===== src/rtl/double_ended_queue_top_defines.svh =====
// Assertion macros used by the deque controller.
`ifndef DOUBLE_ENDED_QUEUE_TOP_DEFINES_SVH
`define DOUBLE_ENDED_QUEUE_TOP_DEFINES_SVH

// Checked at every edge outside reset.
`define DQE_ASSERT(label, prop, msg) \
   label: assert property (@(posedge clock) disable iff (reset) prop) else $error(msg);

// Checked at every edge, reset included.
`define DQE_ASSERT_ALWAYS(label, prop, msg) \
   label: assert property (@(posedge clock) prop) else $error(msg);

`endif


===== src/rtl/dqe_pkg.sv =====
`default_nettype none

package dqe_pkg;

   typedef enum logic [2:0] {
      OP_PUSH_FRONT = 3'd0,
      OP_PUSH_BACK  = 3'd1,
      OP_POP_FRONT  = 3'd2,
      OP_POP_BACK   = 3'd3,
      OP_PEEK_FRONT = 3'd4,
      OP_PEEK_BACK  = 3'd5,
      OP_INVERT     = 3'd6
   } op_type;

   typedef enum logic [1:0] {
      ST_OK    = 2'd0,
      ST_EMPTY = 2'd1,
      ST_FULL  = 2'd2
   } status_type;

   typedef struct packed {
      logic [2:0]  op;
      logic [31:0] data_in;
   } req_type;

   typedef struct packed {
      logic [1:0]  status;
      logic [31:0] data_out;
      logic [6:0]  count;
   } rsp_type;

   // response bookkeeping registered while the ram read completes
   typedef struct packed {
      logic       valid;
      logic       rd_sel;
      status_type status;
      logic [6:0] count;
   } meta_type;

endpackage

`default_nettype wire


===== src/rtl/dqe_ram.sv =====
`default_nettype none

module dqe_ram #(
   parameter int DEPTH = 64,
   parameter int WIDTH = 32,
   parameter int AW    = $clog2(DEPTH)
) (
   input  wire logic             clock,
   input  wire logic             we,
   input  wire logic             re,
   input  wire logic [AW-1:0]    addr,
   input  wire logic [WIDTH-1:0] wdata,
   output logic      [WIDTH-1:0] rdata
);

   logic [WIDTH-1:0] mem [DEPTH];
   logic [WIDTH-1:0] rdata_ff;

   always_ff @(posedge clock) begin
      if (we) begin
         mem[addr] <= wdata;
      end
      if (re) begin
         rdata_ff <= mem[addr];
      end
   end

   assign rdata = rdata_ff;

endmodule

`default_nettype wire


===== src/rtl/dqe_ctrl.sv =====
`default_nettype none

`include "double_ended_queue_top_defines.svh"

module dqe_ctrl
   import dqe_pkg::*;
#(
   parameter int DEPTH = 64,
   parameter int WIDTH = 32,
   parameter int AW    = $clog2(DEPTH)
) (
   input  wire logic             clock,
   input  wire logic             reset,
   input  wire logic             start,
   output logic                  busy,
   input  wire req_type          req_item,
   output logic                  mem_we,
   output logic                  mem_re,
   output logic      [AW-1:0]    mem_addr,
   output logic      [WIDTH-1:0] mem_wdata,
   output meta_type              meta
);

   localparam int CW = $clog2(DEPTH + 1);
   localparam int SW = CW + 1;

   logic [AW-1:0] head_ff, head_in;
   logic [CW-1:0] count_ff, count_in;
   logic          rev_ff, rev_in;
   logic          busy_ff;
   meta_type      meta_ff, meta_in;

   logic          accept;
   logic          at_high;
   logic          is_full, is_empty;
   logic [SW-1:0] sum, sum_m1, inc, push_raw, high_raw, inc_raw;
   logic [AW-1:0] push_slot, high_slot, inc_head, dec_head;
   logic [63:0]   din_wide, cnt_wide;
   status_type    status;
   logic          rd_sel;

   assign accept   = start && !busy_ff;
   assign is_full  = (count_ff == CW'(DEPTH));
   assign is_empty = (count_ff == '0);

   assign sum      = SW'(head_ff) + SW'(count_ff);
   assign sum_m1   = sum - SW'(1);
   assign inc      = SW'(head_ff) + SW'(1);
   assign push_raw = (sum >= SW'(DEPTH)) ? sum - SW'(DEPTH) : sum;
   assign high_raw = (sum_m1 >= SW'(DEPTH)) ? sum_m1 - SW'(DEPTH) : sum_m1;
   assign inc_raw  = (inc >= SW'(DEPTH)) ? inc - SW'(DEPTH) : inc;
   assign push_slot = push_raw[AW-1:0];
   assign high_slot = high_raw[AW-1:0];
   assign inc_head  = inc_raw[AW-1:0];
   assign dec_head  = (head_ff == '0) ? AW'(DEPTH - 1) : head_ff - AW'(1);

   assign din_wide  = 64'(req_item.data_in);
   assign mem_wdata = din_wide[WIDTH-1:0];

   always_comb begin
      head_in  = head_ff;
      count_in = count_ff;
      rev_in   = rev_ff;
      mem_we   = 1'b0;
      mem_re   = 1'b0;
      mem_addr = head_ff;
      status   = ST_OK;
      rd_sel   = 1'b0;
      at_high  = 1'b0;
      case (op_type'(req_item.op))
         OP_PUSH_FRONT, OP_PUSH_BACK: begin
            at_high = (op_type'(req_item.op) == OP_PUSH_BACK) ^ rev_ff;
            if (is_full) begin
               status = ST_FULL;
            end else begin
               mem_we   = accept;
               count_in = count_ff + CW'(1);
               if (at_high) begin
                  mem_addr = push_slot;
               end else begin
                  mem_addr = dec_head;
                  head_in  = dec_head;
               end
            end
         end
         OP_POP_FRONT, OP_POP_BACK, OP_PEEK_FRONT, OP_PEEK_BACK: begin
            at_high = req_item.op[0] ^ rev_ff;
            if (is_empty) begin
               status = ST_EMPTY;
            end else begin
               mem_re   = accept;
               rd_sel   = 1'b1;
               mem_addr = at_high ? high_slot : head_ff;
               if (op_type'(req_item.op) == OP_POP_FRONT ||
                   op_type'(req_item.op) == OP_POP_BACK) begin
                  count_in = count_ff - CW'(1);
                  if (!at_high) begin
                     head_in = inc_head;
                  end
               end
            end
         end
         OP_INVERT: begin
            if (is_empty) begin
               status = ST_EMPTY;
            end else begin
               rev_in = !rev_ff;
            end
         end
         default: begin
         end
      endcase
   end

   assign cnt_wide = 64'(count_in);

   always_comb begin
      meta_in.valid  = accept;
      meta_in.rd_sel = rd_sel;
      meta_in.status = status;
      meta_in.count  = cnt_wide[6:0];
   end

   always_ff @(posedge clock) begin
      if (reset) begin
         head_ff  <= '0;
         count_ff <= '0;
         rev_ff   <= 1'b0;
         busy_ff  <= 1'b1;
         meta_ff  <= '0;
      end else begin
         busy_ff <= 1'b0;
         meta_ff <= meta_in;
         if (accept) begin
            head_ff  <= head_in;
            count_ff <= count_in;
            rev_ff   <= rev_in;
         end
      end
   end

   assign busy = busy_ff;
   assign meta = meta_ff;

   `DQE_ASSERT(a_count_bound, count_ff <= CW'(DEPTH), "occupancy above depth")
   `DQE_ASSERT(a_rsp_follows_req, meta_ff.valid == $past(start && !busy_ff), "response not one cycle after request")
   `DQE_ASSERT(a_full_only_when_full, (meta_ff.valid && meta_ff.status == ST_FULL) |-> (count_ff == CW'(DEPTH) && $past(mem_we) == 1'b0), "full status with room left")
   `DQE_ASSERT(a_empty_keeps_zero, (meta_ff.valid && meta_ff.status == ST_EMPTY) |-> (count_ff == '0 && !meta_ff.rd_sel), "empty status with data")
   `DQE_ASSERT_ALWAYS(a_one_access, !(mem_we && mem_re), "read and write in one cycle")

endmodule

`default_nettype wire


===== src/rtl/double_ended_queue_top.sv =====
//  channel   ports                          handshake
//  request   start, busy, req_item          taken when start && !busy
//  response  rsp_strobe, rsp_item           valid for the one strobe cycle
//
//  One request per cycle while busy is low; its response appears on the next cycle.
//  The single ram port sets the rate: at most one read or one write per request.
//  busy is high only during reset and the cycle after it.
//  Reset is synchronous and clears pointers, count and direction; ram is not cleared.
//  The receiver cannot stall; every response is shown exactly once.
`default_nettype none

module double_ended_queue_top
   import dqe_pkg::*;
#(
   parameter int DEPTH = 64,
   parameter int WIDTH = 32
) (
   input  wire logic    clock,
   input  wire logic    reset,
   input  wire logic    start,
   output logic         busy,
   input  wire req_type req_item,
   output logic         rsp_strobe,
   output rsp_type      rsp_item
);

   localparam int AW = $clog2(DEPTH);

   logic             mem_we, mem_re;
   logic [AW-1:0]    mem_addr;
   logic [WIDTH-1:0] mem_wdata, mem_rdata;
   logic [63:0]      rdata_wide;
   meta_type         meta;

   dqe_ctrl #(
      .DEPTH (DEPTH),
      .WIDTH (WIDTH),
      .AW    (AW)
   ) u_ctrl (
      .clock     (clock),
      .reset     (reset),
      .start     (start),
      .busy      (busy),
      .req_item  (req_item),
      .mem_we    (mem_we),
      .mem_re    (mem_re),
      .mem_addr  (mem_addr),
      .mem_wdata (mem_wdata),
      .meta      (meta)
   );

   dqe_ram #(
      .DEPTH (DEPTH),
      .WIDTH (WIDTH),
      .AW    (AW)
   ) u_ram (
      .clock (clock),
      .we    (mem_we),
      .re    (mem_re),
      .addr  (mem_addr),
      .wdata (mem_wdata),
      .rdata (mem_rdata)
   );

   assign rdata_wide = 64'(mem_rdata);

   always_comb begin
      rsp_strobe        = meta.valid;
      rsp_item.status   = meta.status;
      rsp_item.count    = meta.count;
      rsp_item.data_out = meta.rd_sel ? rdata_wide[31:0] : 32'd0;
   end

endmodule

`default_nettype wire

===== config.mk =====
export PLATFORM = sky130hd
export DESIGN_NAME = double_ended_queue_top
export DESIGN_NICKNAME = d
export VERILOG_FILES = /design/src/rtl/dqe_pkg.sv /design/src/rtl/dqe_ram.sv /design/src/rtl/dqe_ctrl.sv /design/src/rtl/double_ended_queue_top.sv
export VERILOG_INCLUDE_DIRS = /design/src /design/src/rtl
export SDC_FILE = /design/constraint.sdc
export NUM_CORES = 2
export LEC_CHECK = 0
export ABC_AREA = 1
export BUFFER_PORTS_ARGS = -buffer_cell sky130_fd_sc_hd__buf_4
export CORE_MARGIN = 2
export CORE_UTILIZATION = 44
export DETAILED_ROUTE_END_ITERATION = 8
export PLACE_DENSITY_LB_ADDON = 0.1
export SYNTH_ARGS = -nofsm -noshare
export SYNTH_HDL_FRONTEND = slang
export SYNTH_SLANG_ARGS = --single-unit

===== constraint.sdc =====
create_clock -name clock -period 9.4 [get_ports clock]
set_input_delay 1.41 -clock clock [delete_from_list [all_inputs] [get_ports clock]]
set_output_delay 1.41 -clock clock [all_outputs]
set_load 0.01 [all_outputs]

# --- Yosys cells after proc, flatten, opt, wreduce, memory -nomap -nowiden ---
# Memories as Yosys holds them, arrays and structs flattened. A register that Yosys moved wholly into a read port is not among the register bits.
# Cells that the tools add are included.
# Widths: inputs -> output; s select.
classes:
  n_reduce_logical: 14
  n_eq_ne: 12
  n_bitwise: 4
  muxes: 31
  magnitude_cmp: 3
  add_sub_neg: 9
ops:
  columns: ["op", "n"]
  rows:
  - ["$mux 6", 13]
  - ["$mux 32", 1]
  - ["$pmux 6 s2", 2]
  - ["$sub 6x1->6 const B", 4]
  - ["$mux 7", 3]
  - ["$ge 8x7->1 const B", 2]
  - ["$pmux 7 s2", 1]
  - ["$eq 3x3->1 const B", 3]
  - ["$mux 1", 9]
  - ["$add 6x7->8", 1]
  - ["$ne 2x2->1 const B", 4]
  - ["$sub 8x1->8 const B", 1]
  - ["$add 6x1->7 const B", 1]
  - ["$add 7x1->7 const B", 1]
  - ["$eq 7x7->1 const B", 1]
  - ["$ge 7x7->1 const B", 1]
  - ["$logic_not 7->1", 1]
  - ["$reduce_and 7->1", 1]
  - ["$sub 7x1->7 const B", 1]
  - ["$eq 3x2->1 const B", 2]
  - ["$logic_not 6->1", 1]
  - ["$reduce_or 5->1", 1]
  - ["$pmux 2 s2", 1]
  - ["$reduce_or 2->1", 2]
  - ["12 further kinds", 15]
word_totals:
  inputBits: 38
  mem_bits_rw: 2048
  elab_cells: 82
  regBits: 26
  n_memories: 1
  out_inout_bits: 43
memory_table:
  columns: ["name", "words", "word_bits", "rd", "rd_clocked_by_memory_dff", "write_ports", "line_no", "source"]
  rows:
  - ["u_ram.mem", 64, 32, 1, 1, 1, "dqe_ram.sv:16", "logic [WIDTH-1:0] mem [DEPTH];"]

# --- Longest topological paths before layout ---
depth:
  ltp_word: 7
  mapped_depth: 25
  mapped_depth_nobuf: 22

# --- Cells and area by module ---
# Synthesis repeated with hierarchy kept, for this count alone.
unflattened:
  cells_unflattened: 8900
  area_unflattened_um2: 89535.9
modules_own_cells:
  columns: ["mod", "seq_area_each_um2", "instances", "cells_each", "area_each_um2"]
  rows:
  - ["dqe_ram", 62459.9, 1, 8440, 86823.3]
  - ["dqe_ctrl", 520.5, 1, 393, 2438.6]
  - ["double_ended_queue_top", 0.0, 1, 67, 274.0]

# --- Least setup slack after synthesis ---
# No wires, ideal clock.
synth_path:
  kind: "input to register"
  start: "input req_item[33] (netlist name)"
  end: "memory u_ram.mem[10][0], enable pin"
  path_slack_ps: 4542
  setup_ps: 421
  path_buffers: 3
  arrival_time_ps: 4437
  stages: 15
  required_ps: 8979
  path_cell_list: "inv_2 ha_1 inv_2 nor2_2 nand3_1 nand2_1 inv_1 nand2_1 nand2_1 buf_4 buf_2 buf_2 nor2_1 nand2_1 nor2_1"
synth_between:
  elab_chain_cells: 5
  word_cells_on_any_way: 15
  classes_between: "5 x eq/ne; 6 x mux; 1 x bitwise; 3 x reduce/logical"
synth_rtl:
  columns: ["item", "line_no", "source"]
  rows:
  - ["from (decl)", "double_ended_queue_top.sv:22", "input wire req_type req_item,"]
  - ["$eq 3x1->1 or $logic_not 3->1 (tied branches)", "dqe_ctrl.sv:70, dqe_ctrl.sv:72", null]
  - ["$xor 1x1->1 or $reduce_or 2->1 (tied branches)", "dqe_ctrl.sv:72, dqe_ctrl.sv:70", null]
  - ["$mux 6 or $mux 1 (tied branches)", "dqe_ctrl.sv:78, dqe_ctrl.sv:70", null]
  - ["$mux 6 or $mux 1 (tied branches)", "dqe_ctrl.sv:73, dqe_ram.sv:20", null]
  - ["$pmux 6 s2 or $mux 1 (tied branches)", "dqe_ctrl.sv:70, dqe_ram.sv:21", null]
  - ["to (decl)", "dqe_ram.sv:16", null]
# Several ways; a longest one is shown, not always the timed one.

# --- Worst setup path after layout ---
layout_path:
  start: "register u_ctrl.head_ff[0]"
  end: "register u_ram.rdata_ff[8], in the netlist u_ram.rdata[8], read port of u_ram.mem, data pin"
layout_between:
  elab_chain_cells: 7
  word_cells_on_any_way: 16
  classes_between: "5 x add/sub; 2 x order compare; 8 x mux; 1 x reduce/logical"
layout_rtl:
  columns: ["item", "line_no", "source"]
  rows:
  - ["from (decl)", "dqe_ctrl.sv:27", "logic [AW-1:0] head_ff, head_in;"]
  - ["from (signal assigned)", "dqe_ctrl.sv:135", "head_ff <= head_in;"]
  - ["$add 6x7->8", "dqe_ctrl.sv:46", "assign sum = SW'(head_ff) + SW'(count_ff);"]
  - ["$sub 8x1->8", "dqe_ctrl.sv:47", "assign sum_m1 = sum - SW'(1);"]
  - ["$ge 8x7->1 or $sub 6x1->6 (tied branches)", "dqe_ctrl.sv:50", "assign high_raw = (sum_m1 >= SW'(DEPTH)) ? sum_m1 - SW'(DEPTH) : sum_m1;"]
  - ["$mux 6", "dqe_ctrl.sv:50", null]
  - ["$mux 6", "dqe_ctrl.sv:93", "mem_addr = at_high ? high_slot : head_ff;"]
  - ["$mux 6", "dqe_ctrl.sv:88", "if (is_empty) begin"]
  - ["$pmux 6 s2 *", "dqe_ctrl.sv:70", "case (op_type'(req_item.op))"]
  - ["to (decl)", "dqe_ram.sv:17", "logic [WIDTH-1:0] rdata_ff;"]
# Mark *: on every way between the ends. The rest lies on a longest branch, timed or not.
# A chain may end at the register's enable or synchronous reset.

==> results.yml <==
run:
  drv_cap: 0
clocking:
  holdBufCountCts: 0
  path_clk_slew_ns: 0.06
  h-tree-depth: 4
  cts_root_buf: "clkbuf_16"
  cts_tree: "built"
  clockBufferDepth: 3
  cts_resized: 0
  cts_setup_buffers: 0
  cts.sinks: 2106
  cts_inserted_buffers: 223
  clk-insertion-delay-late_ns: 0.88
power:
  pwr-share-seq_pct: 46.5
  p_leak_nw: 41.9
  powerDensity_nw_per_um2: 219
  combPwrFrac_pct: 16.7
  p_sw_mw: 6.54
  ir_drop_v: 0.000192
  p_clk_share_pct: 36.8
  cellInternalPower_mw: 15.8
  p_total_mw: 22.3
  swShare_pct: 29.3
timing:
  fin_worst_skew_ns: 0.0337
  max_slew.worst_pin.slew_ns: 1.17
  finalSetupViolCount: 0
  fin_crit_sh_pct: 63.3
  rsz0062_at_grt: "false"
  final_hold_viol_count: 0
  max_freq_mhz: 168
  hold_slack_ns: 0.532
  period_needed_ns: 5.95
  finalSetupTns_ns: 0
  drv_slew: 0
  max-slew-margin-rel_pct: 21.8
  fin_ws_ns: 3.45
setup_path:
  crit_slowest_cell: "buf_4"
  crit_arrival_ns: 6.70
  crit_chain: "ha_1, inv_1, fa_1, xor2_1, nand3_1, clkinv_1, nor2_1, o21ai_1, a31oi_4, buf_12, inv_6, buf_4, buf_4, nand2_1, nand2_1, nand2_1, nand2_1, inv_1, nand2_1"
  required_ns: 10.15
  crit_buf_inv: 7
  end_kind: "register"
  crit_family: "buffers and inverters"
  critPathMaxStageDelay_ns: 0.94
  crit_top_cell: "nand2_1"
  start_kind: "register"
  crit_type: "reg2reg"
  path_max_fanout: 94
drt:
  drt_pass1_iterations: 5
  drt_wl_total_um: 277000
  num_vias: 64300
  drt_iter0_drc: 6611
  drc: 0
  via_per_inst: 5.35
  post_drt_wl_per_cell_um: 23.1
  antenna_left: 0
finish:
  final_area_um2: 102000
  drive_above_1_share_pct: 6.28
  layout.nets: 9096
  finalNonFillerCells: 12000
  fillerInstances: 19000
  final_core_utilization_pct: 49.0
  area_growth_pct: 10.5
grt:
  grt_pass1_vias: 61500
  antenna_found_initial: 16
  grt_max_degree: 178
  grt_overflow: 0
  grt_pass1_wl_um: 410000
  track_usage_pct: 25.8
floorplanning:
  io-pin-count: 81
  dieArea_um2: 213000
  die_y_um: 461
  dieWidth_um: 461
  fp.coreArea_um2: 207000
  rows: 167
  start_util_pct: 44.3
yosys:
  async_reset_ff_share_pct: 0
  synth.area.mux_share_pct: 0
  synth_area_per_cell_um2: 10.0
  synthFlopType: "edfxtp_1"
  syn_inst: 9179
  synth_top_family_by_area: "simple AND/OR/NAND/NOR gates"
  ys_ff_latch: 2106
  yosys.area_share.simple_pct: 26.9
  synth_xor_area_share_pct: 0.152
  syn-cell-area_um2: 92000
  synth_compound_area_share_pct: 0.530
  mappedNetlistNets: 9232
  synth_enable_flop_cells: 2080
  synth_cell_type_count: 39
  synth_top_cell_by_area: "edfxtp_1"
  synth_top_area_share_pct: 67.9
  synth_area_leaders: "edfxtp_1, nand2_1, nand3_1"
  synth-seq-area-share_pct: 68.5
  yosysWarnings: 0
  synthAdderAreaFrac_pct: 0.212
placed_design:
  place_ws_ns: 3.04
  place_congestion: 0.862
  dp_hpwl_um: 144000
  dp_cells: 11600
  placed_area_um2: 95000
  io_buffers: 80
min_path:
  worstHoldPathType: "reg2reg"
outcome:
  status: "finished, final reports clean"
==> power by group through the flow <==
stage / sequential [mW] / clock [mW] / combinational [mW]
2_1_floorplan: 10.6 / 0 / 2.45
3_3_place_gp: 10.6 / 0 / 3.70
3_5_place_dp: 10.6 / 0 / 3.70
4_1_cts: 10.4 / 8.36 / 3.71
5_1_grt: 10.4 / 8.71 / 4.15
6_report: 10.4 / 8.21 / 3.72
==> flip-flops by register name, summed over array words and instances, names as in the netlist <==
signal	cells
u_ram.mem	2048
u_ctrl.meta	11
u_ctrl.count_ff	7
u_ctrl.rev_ff	1
u_ctrl.head_ff	6
u_ram.rdata	32
u_ctrl.busy	1
==> layer usage <==
layer / up-vias / part of all wire, % / global-route usage, %
li1: 30100 / - / -
met1: 31700 / 44 / 36.6
met2: 2081 / 47 / 41.3
met3: 373 / 6.7 / 4.38
met4: 2 / 2.4 / 6.61
met5: - / 0.0065 / 0
==> cells in the mapped netlist, types with 2 or more instances <==
cell and instances:
a31oi_1 3, buf_6 16, a21oi_1 34, nand2_1 5071
nor2_1 102, nor3_1 3, xnor2_1 9, ha_1 14
o221ai_1 3, o21ai_0 30, inv_2 10, o22ai_1 2
buf_1 13, nand4_1 2, o21ai_1 4, nand3_1 1053
dfxtp_1 26, nand2_2 2, clkbuf_1 178, o211ai_1 3
xor2_1 7, edfxtp_1 2080, buf_2 305, inv_1 135
buf_4 57, a211oi_1 4
==> cell type report <==
cell class | instances | area (um^2) | area share, %
clock inverter | 120 | 840 | 0.826
tap | 2788 | 3490 | 3.43
inverter | 147 | 581 | 0.571
timing repair buffer | 209 | 1770 | 1.74
sequential | 2106 | 63000 | 61.9
multi-input combinational | 6356 | 26200 | 25.7
clock buffer | 283 | 5830 | 5.73
antenna | 8 | 20.0 | 0.0197
==> cells in the final DEF, fill, tap and decap left out, types with 4 or more instances in the layout <==
cell type,instances
inv_16,6
inv_1,135
nor2_1,35
o21ai_1,4
buf_12,16
nor2_4,68
inv_6,5
inv_2,8
clkbuf_1,59
edfxtp_1,2080
a211oi_1,4
diode_2,8
xor2_1,7
dfxtp_1,25
clkinv_8,4
clkinv_2,30
bufinv_16,5
a21oi_1,32
o21ai_0,30
nand3_1,1052
buf_4,193
ha_1,14
clkinv_1,67
nand2_1,5069
xnor2_1,9
clkbuf_16,224
==> path summary, 6_finish.rpt <==
| path | start | end | cells past startpoint | slack, ns |
|---|---|---|---|---|
| worst min-delay path | u_ctrl.rev_ff | u_ctrl.rev_ff | 2 | 0.53 |
| worst min register to register | u_ctrl.rev_ff | u_ctrl.rev_ff | 2 | 0.53 |
| worst max register to register | u_ctrl.head_ff[0] | u_ram.rdata[8] | 19 | 3.45 |
| worst max-delay path | u_ctrl.head_ff[0] | u_ram.rdata[8] | 19 | 3.45 |
==> cell families (layout without fill, tap and decap cells) <==
family / Yosys count / in the layout
and+or+nand+nor: 6238 / 6238
DFF: 2106 / 2106
buffers and inverters: 717 / 759
AOI/OAI and AO/OA: 87 / 87
xor gates and xnor gates: 16 / 16
adders and majority gates: 15 / 15
other: 0 / 8
==> worst reg2reg max path: stages (launching register included) <==
cell	delay, ns
dfxtp_1	0.48
ha_1	0.26
inv_1	0.07
fa_1	0.39
xor2_1	0.44
nand3_1	0.13
clkinv_1	0.11
nor2_1	0.05
o21ai_1	0.23
a31oi_4	0.13
buf_12	0.31
inv_6	0.63
buf_4	0.64
buf_4	1.04
nand2_1	0.23
nand2_1	0.24
nand2_1	0.17
nand2_1	0.19
inv_1	0.06
nand2_1	0.06
No activity file was read; power rests on OpenSTA's default activity.
